$ cat config.mk
export PLATFORM = sky130hd
export DESIGN_NAME = per_constrained_integer_bit_packer
export DESIGN_NICKNAME = d
export VERILOG_FILES = /design/src/hw/rtl/pcibp_pkg.sv /design/src/hw/rtl/per_constrained_integer_bit_packer.sv /design/src/hw/rtl/pcibp_front.sv /design/src/hw/rtl/pcibp_queue.sv /design/src/hw/rtl/pcibp_back.sv
export SDC_FILE = /design/constraint.sdc
export NUM_CORES = 1
export LEC_CHECK = 0
export BUFFER_PORTS_ARGS = -buffer_cell sky130_fd_sc_hd__buf_2
export CAP_MARGIN = 20
export CORE_MARGIN = 5
export CORE_UTILIZATION = 40
export CTS_CLUSTER_SIZE = 8
export DETAILED_ROUTE_END_ITERATION = 10
export HOLD_SLACK_MARGIN = 0.1
export SYNTH_ARGS = -nofsm -noshare
export SYNTH_HDL_FRONTEND = slang
export SYNTH_SLANG_ARGS = --single-unit
$ cat constraint.sdc
create_clock -name clk_i -period 8.4 [get_ports clk_i]
set_input_delay 0.42 -clock clk_i [delete_from_list [all_inputs] [get_ports clk_i]]
set_output_delay 0.42 -clock clk_i [all_outputs]
set_load 0.005 [all_outputs]
$ cat src/hw/rtl/pcibp_pkg.sv
// Package for the unaligned PER bit packer: transaction payload types,
// operation codes, command types between the front and back parts, and sizing constants.
// No dependencies.
package pcibp_pkg;

  // Largest constrained-integer field, in bits; wider ranges are rejected.
  localparam int MaxIntBits = 20;
  // Largest raw bit string, in bits; clipped to the 32-bit field.
  localparam int MaxRawBits = 32;

  localparam int WordW  = 32;
  localparam int OctetW = 8;
  localparam int NbitsW = 6;
  localparam int RawCap = (MaxRawBits < WordW) ? MaxRawBits : WordW;
  // Bit gathering buffer: up to seven pending bits plus one full word.
  localparam int BufW   = OctetW + WordW;
  localparam int TotW   = $clog2(BufW);

  localparam int QueueDepth = 4;
  localparam int QPtrW      = $clog2(QueueDepth);
  localparam int QCntW      = $clog2(QueueDepth + 1);

  localparam logic [1:0] OP_INT   = 2'd0;
  localparam logic [1:0] OP_RAW   = 2'd1;
  localparam logic [1:0] OP_FLUSH = 2'd2;

  typedef struct packed {
    logic [1:0]         op;
    logic signed [31:0] int_value;
    logic signed [31:0] lower_bound;
    logic signed [31:0] upper_bound;
    logic [31:0]        raw_bits;
    logic [5:0]         raw_width;
  } in_item_t;

  typedef struct packed {
    logic [7:0] octet;
    logic       last;
    logic       from_flush;
    logic       range_error;
  } out_item_t;

  typedef enum logic [1:0] {
    KIND_APPEND,
    KIND_ERROR,
    KIND_FLUSH
  } kind_e;

  // Bits of an append command are left-aligned: the first bit sent is bit 31.
  typedef struct packed {
    kind_e             kind;
    logic [NbitsW-1:0] nbits;
    logic [WordW-1:0]  bits;
  } cmd_t;

endpackage

$ cat src/hw/rtl/per_constrained_integer_bit_packer.sv
// Top level of the unaligned PER bit packer: front classifier, command queue,
// and octet-building back part. Uses pcibp_pkg, pcibp_front, pcibp_queue, pcibp_back.
//
//   Channel  | Handshake                  | Payload
//   ---------+----------------------------+------------------------------
//   input    | in_valid_i / in_ready_o    | in_item_i  (pcibp_pkg::in_item_t)
//   output   | out_valid_o / out_ready_i  | out_item_o (pcibp_pkg::out_item_t)
//
// The front takes one transaction per cycle, unless a full queue holds it,
// into a two-stage path (bound ordering and subtraction, then field sizing
// and alignment) and queues one command per transaction that carries bits,
// a range error or a flush. The back takes a command only while fewer than
// eight bits are gathered and sends each completed octet through the output
// register, one octet per cycle while the receiver does not stall it.
// Reset is asynchronous and active low; it clears the pending bits and empties
// the queue and pipeline.
// A stalled output holds the back; the queue then fills and in_ready_o drops.
module per_constrained_integer_bit_packer (
  input  logic                 clk_i,
  input  logic                 rst_ni,
  input  logic                 in_valid_i,
  output logic                 in_ready_o,
  input  pcibp_pkg::in_item_t  in_item_i,
  output logic                 out_valid_o,
  input  logic                 out_ready_i,
  output pcibp_pkg::out_item_t out_item_o
);
  import pcibp_pkg::*;

  // Commands from the front, into the queue.
  cmd_t fq_cmd;
  logic fq_valid, fq_ready;
  // Commands from the queue, into the back.
  cmd_t qb_cmd;
  logic qb_valid, qb_pop;

  // Classifies each transaction: append bits, report a range error, or flush.
  pcibp_front u_front (
    .clk_i       (clk_i),
    .rst_ni      (rst_ni),
    .in_valid_i  (in_valid_i),
    .in_ready_o  (in_ready_o),
    .in_item_i   (in_item_i),
    .cmd_valid_o (fq_valid),
    .cmd_ready_i (fq_ready),
    .cmd_o       (fq_cmd)
  );

  // Decouples the front from output stalls seen by the back.
  pcibp_queue u_queue (
    .clk_i       (clk_i),
    .rst_ni      (rst_ni),
    .push_i      (fq_valid && fq_ready),
    .wdata_i     (fq_cmd),
    .not_full_o  (fq_ready),
    .pop_i       (qb_pop),
    .not_empty_o (qb_valid),
    .rdata_o     (qb_cmd)
  );

  // Gathers bits MSB first and sends each completed octet.
  pcibp_back u_back (
    .clk_i       (clk_i),
    .rst_ni      (rst_ni),
    .cmd_valid_i (qb_valid),
    .cmd_i       (qb_cmd),
    .cmd_pop_o   (qb_pop),
    .out_valid_o (out_valid_o),
    .out_ready_i (out_ready_i),
    .out_item_o  (out_item_o)
  );

endmodule

$ cat src/hw/rtl/pcibp_front.sv
// Front part of the bit packer: accepts input transactions, orders the bounds,
// and turns each operation into an append, error or flush command. Uses pcibp_pkg.
module pcibp_front (
  input  logic                clk_i,
  input  logic                rst_ni,
  input  logic                in_valid_i,
  output logic                in_ready_o,
  input  pcibp_pkg::in_item_t in_item_i,
  output logic                cmd_valid_o,
  input  logic                cmd_ready_i,
  output pcibp_pkg::cmd_t     cmd_o
);
  import pcibp_pkg::*;

  // Stage one: bound ordering and the two subtractions.
  logic              s1_valid_q, s1_valid_d;
  logic [1:0]        s1_op_q;
  logic [WordW-1:0]  s1_diff_q, s1_offset_q, s1_raw_q;
  logic [5:0]        s1_width_q;

  logic              swap;
  logic [WordW-1:0]  diff_d, offset_d;

  always_comb begin
    swap     = in_item_i.lower_bound > in_item_i.upper_bound;
    diff_d   = swap ? WordW'(in_item_i.lower_bound - in_item_i.upper_bound)
                    : WordW'(in_item_i.upper_bound - in_item_i.lower_bound);
    offset_d = swap ? WordW'(in_item_i.int_value - in_item_i.upper_bound)
                    : WordW'(in_item_i.int_value - in_item_i.lower_bound);
  end

  // Stage two: field size, clipping and left alignment.
  logic [NbitsW-1:0] need, rawn, n;
  logic [WordW-1:0]  src;
  logic              s1_adv;

  always_comb begin
    need = '0;
    for (int i = 0; i < WordW; i++) begin
      if (s1_diff_q[i]) begin
        need = NbitsW'(i + 1);
      end
    end
    rawn = (s1_width_q > NbitsW'(RawCap)) ? NbitsW'(RawCap) : s1_width_q;

    cmd_valid_o = 1'b0;
    cmd_o.kind  = KIND_APPEND;
    n           = '0;
    src         = s1_raw_q;
    case (s1_op_q)
      OP_INT: begin
        src = s1_offset_q;
        if (s1_diff_q != '0) begin
          cmd_valid_o = s1_valid_q;
          if (need > NbitsW'(MaxIntBits)) begin
            cmd_o.kind = KIND_ERROR;
          end else begin
            n = need;
          end
        end
      end
      OP_RAW: begin
        n           = rawn;
        cmd_valid_o = s1_valid_q && (rawn != '0);
      end
      OP_FLUSH: begin
        cmd_o.kind  = KIND_FLUSH;
        cmd_valid_o = s1_valid_q;
      end
      default: begin
        cmd_valid_o = 1'b0;
      end
    endcase
    cmd_o.nbits = n;
    cmd_o.bits  = (n == '0) ? '0 : (src << (NbitsW'(WordW) - n));

    s1_adv     = !cmd_valid_o || cmd_ready_i;
    in_ready_o = !s1_valid_q || s1_adv;
    s1_valid_d = in_ready_o ? in_valid_i : s1_valid_q;
  end

  always_ff @(posedge clk_i or negedge rst_ni) begin
    if (!rst_ni) begin
      s1_valid_q <= 1'b0;
    end else begin
      s1_valid_q <= s1_valid_d;
    end
  end

  always_ff @(posedge clk_i) begin
    if (in_valid_i && in_ready_o) begin
      s1_op_q     <= in_item_i.op;
      s1_diff_q   <= diff_d;
      s1_offset_q <= offset_d;
      s1_raw_q    <= in_item_i.raw_bits;
      s1_width_q  <= in_item_i.raw_width;
    end
  end

endmodule

$ cat src/hw/rtl/pcibp_queue.sv
// Short command queue between the front and back parts of the bit packer.
// Register-based FIFO; uses pcibp_pkg.
module pcibp_queue (
  input  logic            clk_i,
  input  logic            rst_ni,
  input  logic            push_i,
  input  pcibp_pkg::cmd_t wdata_i,
  output logic            not_full_o,
  input  logic            pop_i,
  output logic            not_empty_o,
  output pcibp_pkg::cmd_t rdata_o
);
  import pcibp_pkg::*;

  cmd_t             entry_q [QueueDepth];
  logic [QPtrW-1:0] wr_ptr_q, wr_ptr_d, rd_ptr_q, rd_ptr_d;
  logic [QCntW-1:0] cnt_q, cnt_d;

  always_comb begin
    not_full_o  = cnt_q != QCntW'(QueueDepth);
    not_empty_o = cnt_q != '0;
    rdata_o     = entry_q[rd_ptr_q];
    wr_ptr_d    = wr_ptr_q;
    rd_ptr_d    = rd_ptr_q;
    if (push_i) begin
      wr_ptr_d = (wr_ptr_q == QPtrW'(QueueDepth - 1)) ? '0 : wr_ptr_q + 1'b1;
    end
    if (pop_i) begin
      rd_ptr_d = (rd_ptr_q == QPtrW'(QueueDepth - 1)) ? '0 : rd_ptr_q + 1'b1;
    end
    cnt_d = cnt_q + QCntW'(push_i) - QCntW'(pop_i);
  end

  always_ff @(posedge clk_i or negedge rst_ni) begin
    if (!rst_ni) begin
      wr_ptr_q <= '0;
      rd_ptr_q <= '0;
      cnt_q    <= '0;
    end else begin
      wr_ptr_q <= wr_ptr_d;
      rd_ptr_q <= rd_ptr_d;
      cnt_q    <= cnt_d;
    end
  end

  always_ff @(posedge clk_i) begin
    if (push_i) begin
      entry_q[wr_ptr_q] <= wdata_i;
    end
  end

  a_no_overflow: assert property (@(posedge clk_i) disable iff (!rst_ni)
    push_i && !pop_i |-> cnt_q < QCntW'(QueueDepth))
    else $error("queue push while full");

  a_no_underflow: assert property (@(posedge clk_i) disable iff (!rst_ni)
    pop_i |-> cnt_q != '0)
    else $error("queue pop while empty");

  a_count_step: assert property (@(posedge clk_i) disable iff (!rst_ni)
    push_i && pop_i |=> $stable(cnt_q))
    else $error("queue count moved on simultaneous push and pop");

endmodule

$ cat src/hw/rtl/pcibp_back.sv
// Back part of the bit packer: gathers command bits into octets and drives
// the output register. Uses pcibp_pkg.
module pcibp_back (
  input  logic                 clk_i,
  input  logic                 rst_ni,
  input  logic                 cmd_valid_i,
  input  pcibp_pkg::cmd_t      cmd_i,
  output logic                 cmd_pop_o,
  output logic                 out_valid_o,
  input  logic                 out_ready_i,
  output pcibp_pkg::out_item_t out_item_o
);
  import pcibp_pkg::*;

  // buf_q holds gathered bits left-aligned; tot_q counts them. Below eight
  // bits, the top octet of buf_q is the pending octet.
  logic [BufW-1:0] buf_q, buf_d, w_buf, merged;
  logic [TotW-1:0] tot_q, tot_d, w_tot;
  logic            out_valid_q, out_valid_d;
  out_item_t       out_q, out_d;
  logic            slot_free, emit, special, idle_bits;

  always_comb begin
    slot_free = !out_valid_q || out_ready_i;
    idle_bits = tot_q < TotW'(OctetW);
    merged    = {buf_q[BufW-1 -: OctetW], WordW'(0)}
              | ({cmd_i.bits, OctetW'(0)} >> tot_q[2:0]);
    w_buf     = buf_q;
    w_tot     = tot_q;
    cmd_pop_o = 1'b0;
    emit      = 1'b0;
    special   = 1'b0;
    out_d     = out_q;

    if (idle_bits && cmd_valid_i) begin
      case (cmd_i.kind)
        KIND_APPEND: begin
          cmd_pop_o = 1'b1;
          w_buf     = merged;
          w_tot     = tot_q + TotW'(cmd_i.nbits);
        end
        KIND_ERROR: begin
          if (slot_free) begin
            cmd_pop_o = 1'b1;
            emit      = 1'b1;
            special   = 1'b1;
            out_d     = '{octet: '0, last: 1'b1, from_flush: 1'b0, range_error: 1'b1};
          end
        end
        KIND_FLUSH: begin
          if (tot_q == '0) begin
            cmd_pop_o = 1'b1;
          end else if (slot_free) begin
            cmd_pop_o = 1'b1;
            emit      = 1'b1;
            special   = 1'b1;
            out_d     = '{octet: buf_q[BufW-1 -: OctetW], last: 1'b1, from_flush: 1'b1,
                          range_error: 1'b0};
            w_buf     = '0;
            w_tot     = '0;
          end
        end
        default: begin
          cmd_pop_o = 1'b0;
        end
      endcase
    end

    buf_d = w_buf;
    tot_d = w_tot;
    if (!special && (w_tot >= TotW'(OctetW)) && slot_free) begin
      emit  = 1'b1;
      out_d = '{octet: w_buf[BufW-1 -: OctetW], last: w_tot < TotW'(2 * OctetW),
                from_flush: 1'b0, range_error: 1'b0};
      buf_d = w_buf << OctetW;
      tot_d = w_tot - TotW'(OctetW);
    end

    out_valid_d = emit ? 1'b1 : (out_ready_i ? 1'b0 : out_valid_q);
    out_valid_o = out_valid_q;
    out_item_o  = out_q;
  end

  always_ff @(posedge clk_i or negedge rst_ni) begin
    if (!rst_ni) begin
      buf_q       <= '0;
      tot_q       <= '0;
      out_valid_q <= 1'b0;
    end else begin
      buf_q       <= buf_d;
      tot_q       <= tot_d;
      out_valid_q <= out_valid_d;
    end
  end

  always_ff @(posedge clk_i) begin
    if (emit) begin
      out_q <= out_d;
    end
  end

  a_pop_when_drained: assert property (@(posedge clk_i) disable iff (!rst_ni)
    cmd_pop_o |-> tot_q < TotW'(OctetW))
    else $error("command taken while a full octet is still gathered");

  a_pending_clean: assert property (@(posedge clk_i) disable iff (!rst_ni)
    tot_q < TotW'(OctetW) |-> buf_q[WordW-1:0] == '0)
    else $error("stray bits below the pending octet");

  a_more_follows: assert property (@(posedge clk_i) disable iff (!rst_ni)
    emit && !out_d.last |=> tot_q >= TotW'(OctetW))
    else $error("octet without last but no octet left to send");

  a_fill_bound: assert property (@(posedge clk_i) disable iff (!rst_ni)
    tot_q < TotW'(BufW))
    else $error("bit count beyond buffer size");

endmodule

; ---- Yosys cells after proc, flatten, opt, wreduce, memory -nomap -nowiden
; Memory sizes are Yosys's and may differ from the RTL's.
; Cells that the tools add are included.
[word_totals]
out_inout_bits = 13
memories = 1
ff_bits = 170
ramBits = 160
[op_classes]
add_sub_neg = 11
eq_ne = 10
n_bitwise = 1
shifts = 2
muxes = 75
magnitude_cmp = 6
reduce_logical = 24
[mem_list]
columns = memory, depth, word_bits, read_ports, rd_clocked_by_memory_dff, write_ports, line_no
row1 = u_queue.entry_q, 4, 40, 1, 0, 1, pcibp_queue.sv:15  ; cmd_t entry_q [QueueDepth];
[ops]
columns = operator, count
row1 = $mux W40, 4
row2 = $mux W32, 4
row3 = $sub A32 B32 Y32, 4
row4 = $mux W5, 16
row5 = $pmux W40 S2, 1
row6 = $mux W11, 5
row7 = $mux W6, 8
row8 = $or A40 B40 Y40, 1
row9 = $shr A40 B3 Y40, 1
row10 = $gt A32 B32 Y1, 1
row11 = $mux W4, 8
row12 = $reduce_bool A32 Y1, 1
row13 = $shl A32 B6 Y32, 1
row14 = $pmux W6 S2, 2
row15 = $pmux W11 S2, 1
row16 = $mux W1, 13
row17 = $logic_not A6 Y1, 2
row18 = $mux W3, 4
row19 = $mux W2, 5
row20 = $eq A2 B2 Y1 const B, 4
row21 = $add A6 B6 Y6, 1
row22 = $ge A6 B4 Y1 const B, 1
row23 = $gt A6 B5 Y1 const B, 1
row24 = $gt A6 B6 Y1 const B, 1
row25 = other kinds (21), 39

; ---- Depth between registers and ports, before layout
[depth]
word_depth = 39
depth_mapped = 27

; ---- Cells and area by module
; From an unflattened synthesis, not the netlist that was laid out.
[hier_totals]
hier_cells = 1874
area_unflattened_um2 = 21595.7
[modules_own_cells]
columns = mod, cells_per_inst, instances, seq_area_each_um2, area_each_um2
row1 = pcibp_front, 1196, 1, 3148.0, 10980.5
row2 = pcibp_queue, 246, 1, 4979.8, 6236.0
row3 = pcibp_back, 431, 1, 1506.4, 4372.9
row4 = per_constrained_integer_bit_packer, 1, 1, 0.0, 6.3

; ---- Worst setup path before layout
; OpenSTA, ideal clock, no wires.
[synth_path]
path_type = input -> register
from = in in_item_i[61] (netlist name)
to = reg u_front.s1_offset_q[30], data pin
t_required_ns = 8.142
setup_ns = 0.258
arrival_time_ns = 5.741
slack_ns = 2.401
stages = 27
cell_sequence = inv_1 -> ha_1 -> clkbuf_1 -> a21oi_1 -> o21ai_0 -> a21oi_1 -> nor3_1 -> or4_1 -> o31ai_4 -> buf_2 -> buf_4 -> buf_2 -> buf_2 -> o21ai_0 -> ha_1 -> fa_1 -> nor2b_1 -> o31ai_1 -> a2111oi_0 -> o21ai_0 -> a32oi_1 -> a22o_1 -> o31a_1 -> o221ai_1 -> o21bai_1 -> a21oi_1 -> xnor2_1
[synth_via]
elab_chain_len = 2
word_cells_on_any_way = 3
[synth_lines]
columns = item, line_no
row1 = from (decl), per_constrained_integer_bit_packer.sv:23  ; input pcibp_pkg::in_item_t in_item_i,
row2 = $sub A32 B32 Y32 / $gt A32 B32 Y1 (equally long branches), "pcibp_front.sv:28, pcibp_front.sv:25"
row3 = $mux W32 (*), pcibp_front.sv:28  ; offset_d = swap ? WordW'(in_item_i.int_value - in_item_i.upper_bound)
row4 = net u_front.offset_d[30], pcibp_front.sv:22  ; logic [WordW-1:0] diff_d, offset_d;
row5 = to (signal assigned), pcibp_front.sv:94  ; s1_offset_q <= offset_d;
row6 = to (decl), pcibp_front.sv:18  ; logic [WordW-1:0] s1_diff_q, s1_offset_q, s1_raw_q;
; Mark *: on every way through the listed nets, which the timed path passes. The rest lies on a longest branch.
; A chain may end at the register's enable or synchronous reset.

; ---- Final worst setup path
[layout_path]
from = in in_item_i[57] (netlist name)
to = reg u_front.s1_offset_q[30], data pin
; Same word-level chain as after synthesis.

==> summary.txt <==
Power
  • Overall Power: 0.00664 W
  • P_leak: 10.2 nW
  • Worst VDD drop: 0.000173 V
  • P per Cell Area: 265 nW/um^2

Setup path
  • R2R depth: 12
  • Crit path kind: in -> reg
  • Slowest library cell on the worst path: a2111oi_0
  • Crit path required time: 8.74 ns
  • Worst setup EP type: flop
  • Critical path launch point type: input pin
  • Crit Path Max Fanout: 108
  • Bufs and invs on worst path: 3
  • Critical Path Stages: 23
  • Most frequent cell on the critical path: a21oi_1
  • Worst EP arrival: 6.49 ns
  • Max incr delay on CP: 0.60 ns
  • CP Cell Sequence: buf_2 -> inv_1 -> ha_1 -> a21oi_1 -> o21ai_1 -> a21oi_1 -> nor3_1 -> or4_1 -> o31ai_4 -> buf_12 -> a21oi_1 -> ha_1 -> nor2b_1 -> o31ai_1 -> a2111oi_0 -> o21ai_0 -> a32oi_1 -> a22o_1 -> o31a_1 -> o221ai_1 -> o21bai_1 -> a21oi_1 -> xnor2_1
  • Top delay family on crit path: compound AO/OA/AOI/OAI gates

Synthesis
  • Post-synth cell types: 98
  • Gate Count Post-Synth: 2171
  • Sequential cell area fraction in the yosys report: 44.0%
  • Net Count, Synth: 2429
  • Ys Warns: 0
  • Post-synth EDFFs: 275
  • Mapped cell area: 21900 um^2
  • Post-synth top area share: 37.7%
  • Synth async-reset ratio: 16.7%
  • Most area-hungry cell type in the Yosys netlist: edfxtp_1
  • Area contributors post-synth: edfxtp_1 38%, ha_1 6.5%, dfrtp_1 6.3%
  • #FFs+latches synth: 330
  • Synth Flop Type: edfxtp_1
  • Synthesized area per cell: 10.1 um^2

Final layout
  • Final net count: 2581
  • Commonest non-fill, non-tap cell in the layout: edfxtp_1
  • Layout cell share with drive strength beyond 1: 15.9%
  • Most frequent cells in the layout: 275 x edfxtp_1, 228 x nand2_1, 210 x a21oi_1
  • Area Overhead vs Synth: 14.4%
  • Final instance count without filler cells: 3045
  • Fillers: 5052

Floorplan
  • Die height: 244 um
  • Num ports: 153
  • DIE AREA: 59500 um^2
  • Row count: 85
  • Die X-Extent: 244 um
  • Core area: 54000 um^2
  • Initial core utilization: 40.5%

STA
  • Min Hold Slack: 0.257 ns
  • Final WS setup: 2.25 ns
  • Final hold viol count: 0
  • Final setup TNS: 0 ns
  • Period utilization: 73.2%
  • Fin. max-slew vios: 0
  • Endpoints failing setup: 0
  • Clock Skews: 0.0408 ns
  • Post-route minimum period: 6.15 ns
  • Max-slew headroom: 31.8%
  • Max Fclk: 163 MHz
  • Slew of the pin with the lowest slew margin: 1.02 ns
  • RSZ-0062 raised after global routing: false

Clocking
  • Later-pin clock latency in the skew report: 0.60 ns
  • Sink Count: 330
  • CTS buffer count: 47
  • Post-CTS Resized: 0
  • Root Buffer: clkbuf_16
  • CTS clk-pin slew, worst paths: 0.05 ns
  • Clock tree from TritonCTS: done
  • Clock Path Buffers: 3
  • CTS HTree Levels: 2

Detailed routing
  • Per-cell routed wire length: 20.0 um
  • DRT Pass-1 Iters: 8
  • Remaining DRCs: 0
  • Via/cell ratio: 5.65
  • DRT iter0 DRCs: 1299
  • Routed WL: 60900 um
  • Post-route ant nets: 0
  • Via Count: 17202

Flow run
  • Max cap viols: 0

Hold path
  • Hold Path Class: in -> reg
  • Hold depth: 3

Status
  • Status: finished, final reports clean

Global routing
  • First-pass GRT wire length: 95700 um
  • GRT overflow: 0
  • Vias in the first global route: 16999
  • Gr usage total: 19.9%
  • Largest net degree at the start of global routing: 109
  • Initial antenna violation count: 7

Place
  • Placer Congestion: 0.929
  • Post-Place Cells: 2926
  • Post-DP HPWL: 45900 um
  • Pre-CTS setup slack: 1.75 ns
  • IO Port Bufs: 152
synth_stat cells, drive strengths merged, types with 9 or more instances:
cell	number
ha	113
a22oi	10
nor2b	24
buf	52
nand2	228
nand3	49
a21o	21
a21oi	211
mux4	47
nand2b	31
clkbuf	64
and3	9
xnor2	47
o221a	10
nand4	16
inv	122
and2	12
edfxtp	275
o21ai	116
mux2	49
a31oi	38
nor4	11
o31ai	12
o211ai	20
mux2i	92
nor3	38
o21bai	20
xor2	21
or3	10
a211oi	16
o21a	11
o221ai	12
nor2	214
dfrtp	55
per-stage QoR:
stage / util [%] / cell area [um^2]
floorplan: - / 21900
global placement: 43.0 / 23200
detailed placement: 43.0 / 23200
CTS: 46.3 / 25000
global route: 46.3 / 25000
finish: 46.3 / 25000
metal layers:
metal  global-route usage (%)  share of wire, %  wire length, um
met1                     27.0                44            27100
met2                     33.3                48            29200
met3                     3.31               5.0             3040
met4                     5.49               2.5             1540
met5                        0              0.13               80
worst paths after layout:
check	from	to	slack (ns)
min in group asynchronous	rst_ni	u_back.out_valid_o$_DFFE_PN0P_	0.53
worst max-delay path	in_item_i[57]	u_front.s1_offset_q[30]$_DFFE_PP_	2.25
max in group asynchronous	rst_ni	u_queue.rd_ptr_q[0]$_DFFE_PN0P_	7.35
worst max register to register	u_front.s1_diff_q[25]$_DFFE_PP_	u_queue.entry_q[0][29]$_DFFE_PP_	2.83
worst min register to register	u_back.buf_q[0]$_DFF_PN0_	u_back.buf_q[0]$_DFF_PN0_	0.49
worst min-delay path	in_item_i[133]	u_front.s1_offset_q[31]$_DFFE_PP_	0.26
registers in the layout, summed over array words and instances, names as in the netlist, 2 cells and up:
signal,count
u_queue.entry_q,160
u_back.buf_q,40
u_front.s1_diff_q,32
u_front.s1_offset_q,32
u_front.s1_raw_q,32
u_back.out_item_o,11
u_back.tot_q,6
u_front.s1_width_q,6
u_queue.cnt_q,3
u_front.s1_op_q,2
u_queue.rd_ptr_q,2
u_queue.wr_ptr_q,2
final cells by class:
cell class                 instances  area [um^2]  share of cell area [%]
sequential                       330         9640                    38.5
antenna                            1         2.50                  0.0100
timing repair buffer             219         1400                    5.60
inverter                         123          462                    1.84
clock inverter                     5         78.8                   0.315
tap                              696          871                    3.48
multi-input combinational       1602        11300                    45.2
clock buffer                      69         1260                    5.03
cells by family (layout without fill, tap and decap cells):
logic type | after synthesis | after routing | share of synthesized area [%]
AOI/OAI and AO/OA | 556 | 556 | 16.1
xor gates and xnor gates | 68 | 68 | 2.76
adders and majority gates | 118 | 118 | 6.92
buffers and inverters | 239 | 416 | 4.41
DFF | 330 | 330 | 44.0
muxes | 188 | 188 | 11.6
other | 0 | 1 | 0
and+or+nand+nor | 672 | 672 | 14.2
timing repair:
action,4_1_cts,5_1_grt
endpoints found under the hold margin,96,0
hold buffers,42,0
buffers inserted,0,0
power by group:
group | internal, W | switching, W | total, W
registers | 0.00219 | 0.000156 | 0.00234
clock network | 0.00103 | 0.000701 | 0.00173
logic | 0.00101 | 0.00156 | 0.00257
total | 0.00423 | 0.00242 | 0.00664
worst register-to-register path, delay by kind of cell (launching register included):
family	cells	cell delay, ns
AND/OR/NAND/NOR	4	1.69
AO/OA/AOI/OAI	3	1.06
buffers and inverters	2	1.00
multiplexers	2	0.71
flip-flops	1	0.47
adder cells (fa/ha/maj)	1	0.38
No activity file was read; power rests on OpenSTA's default activity.
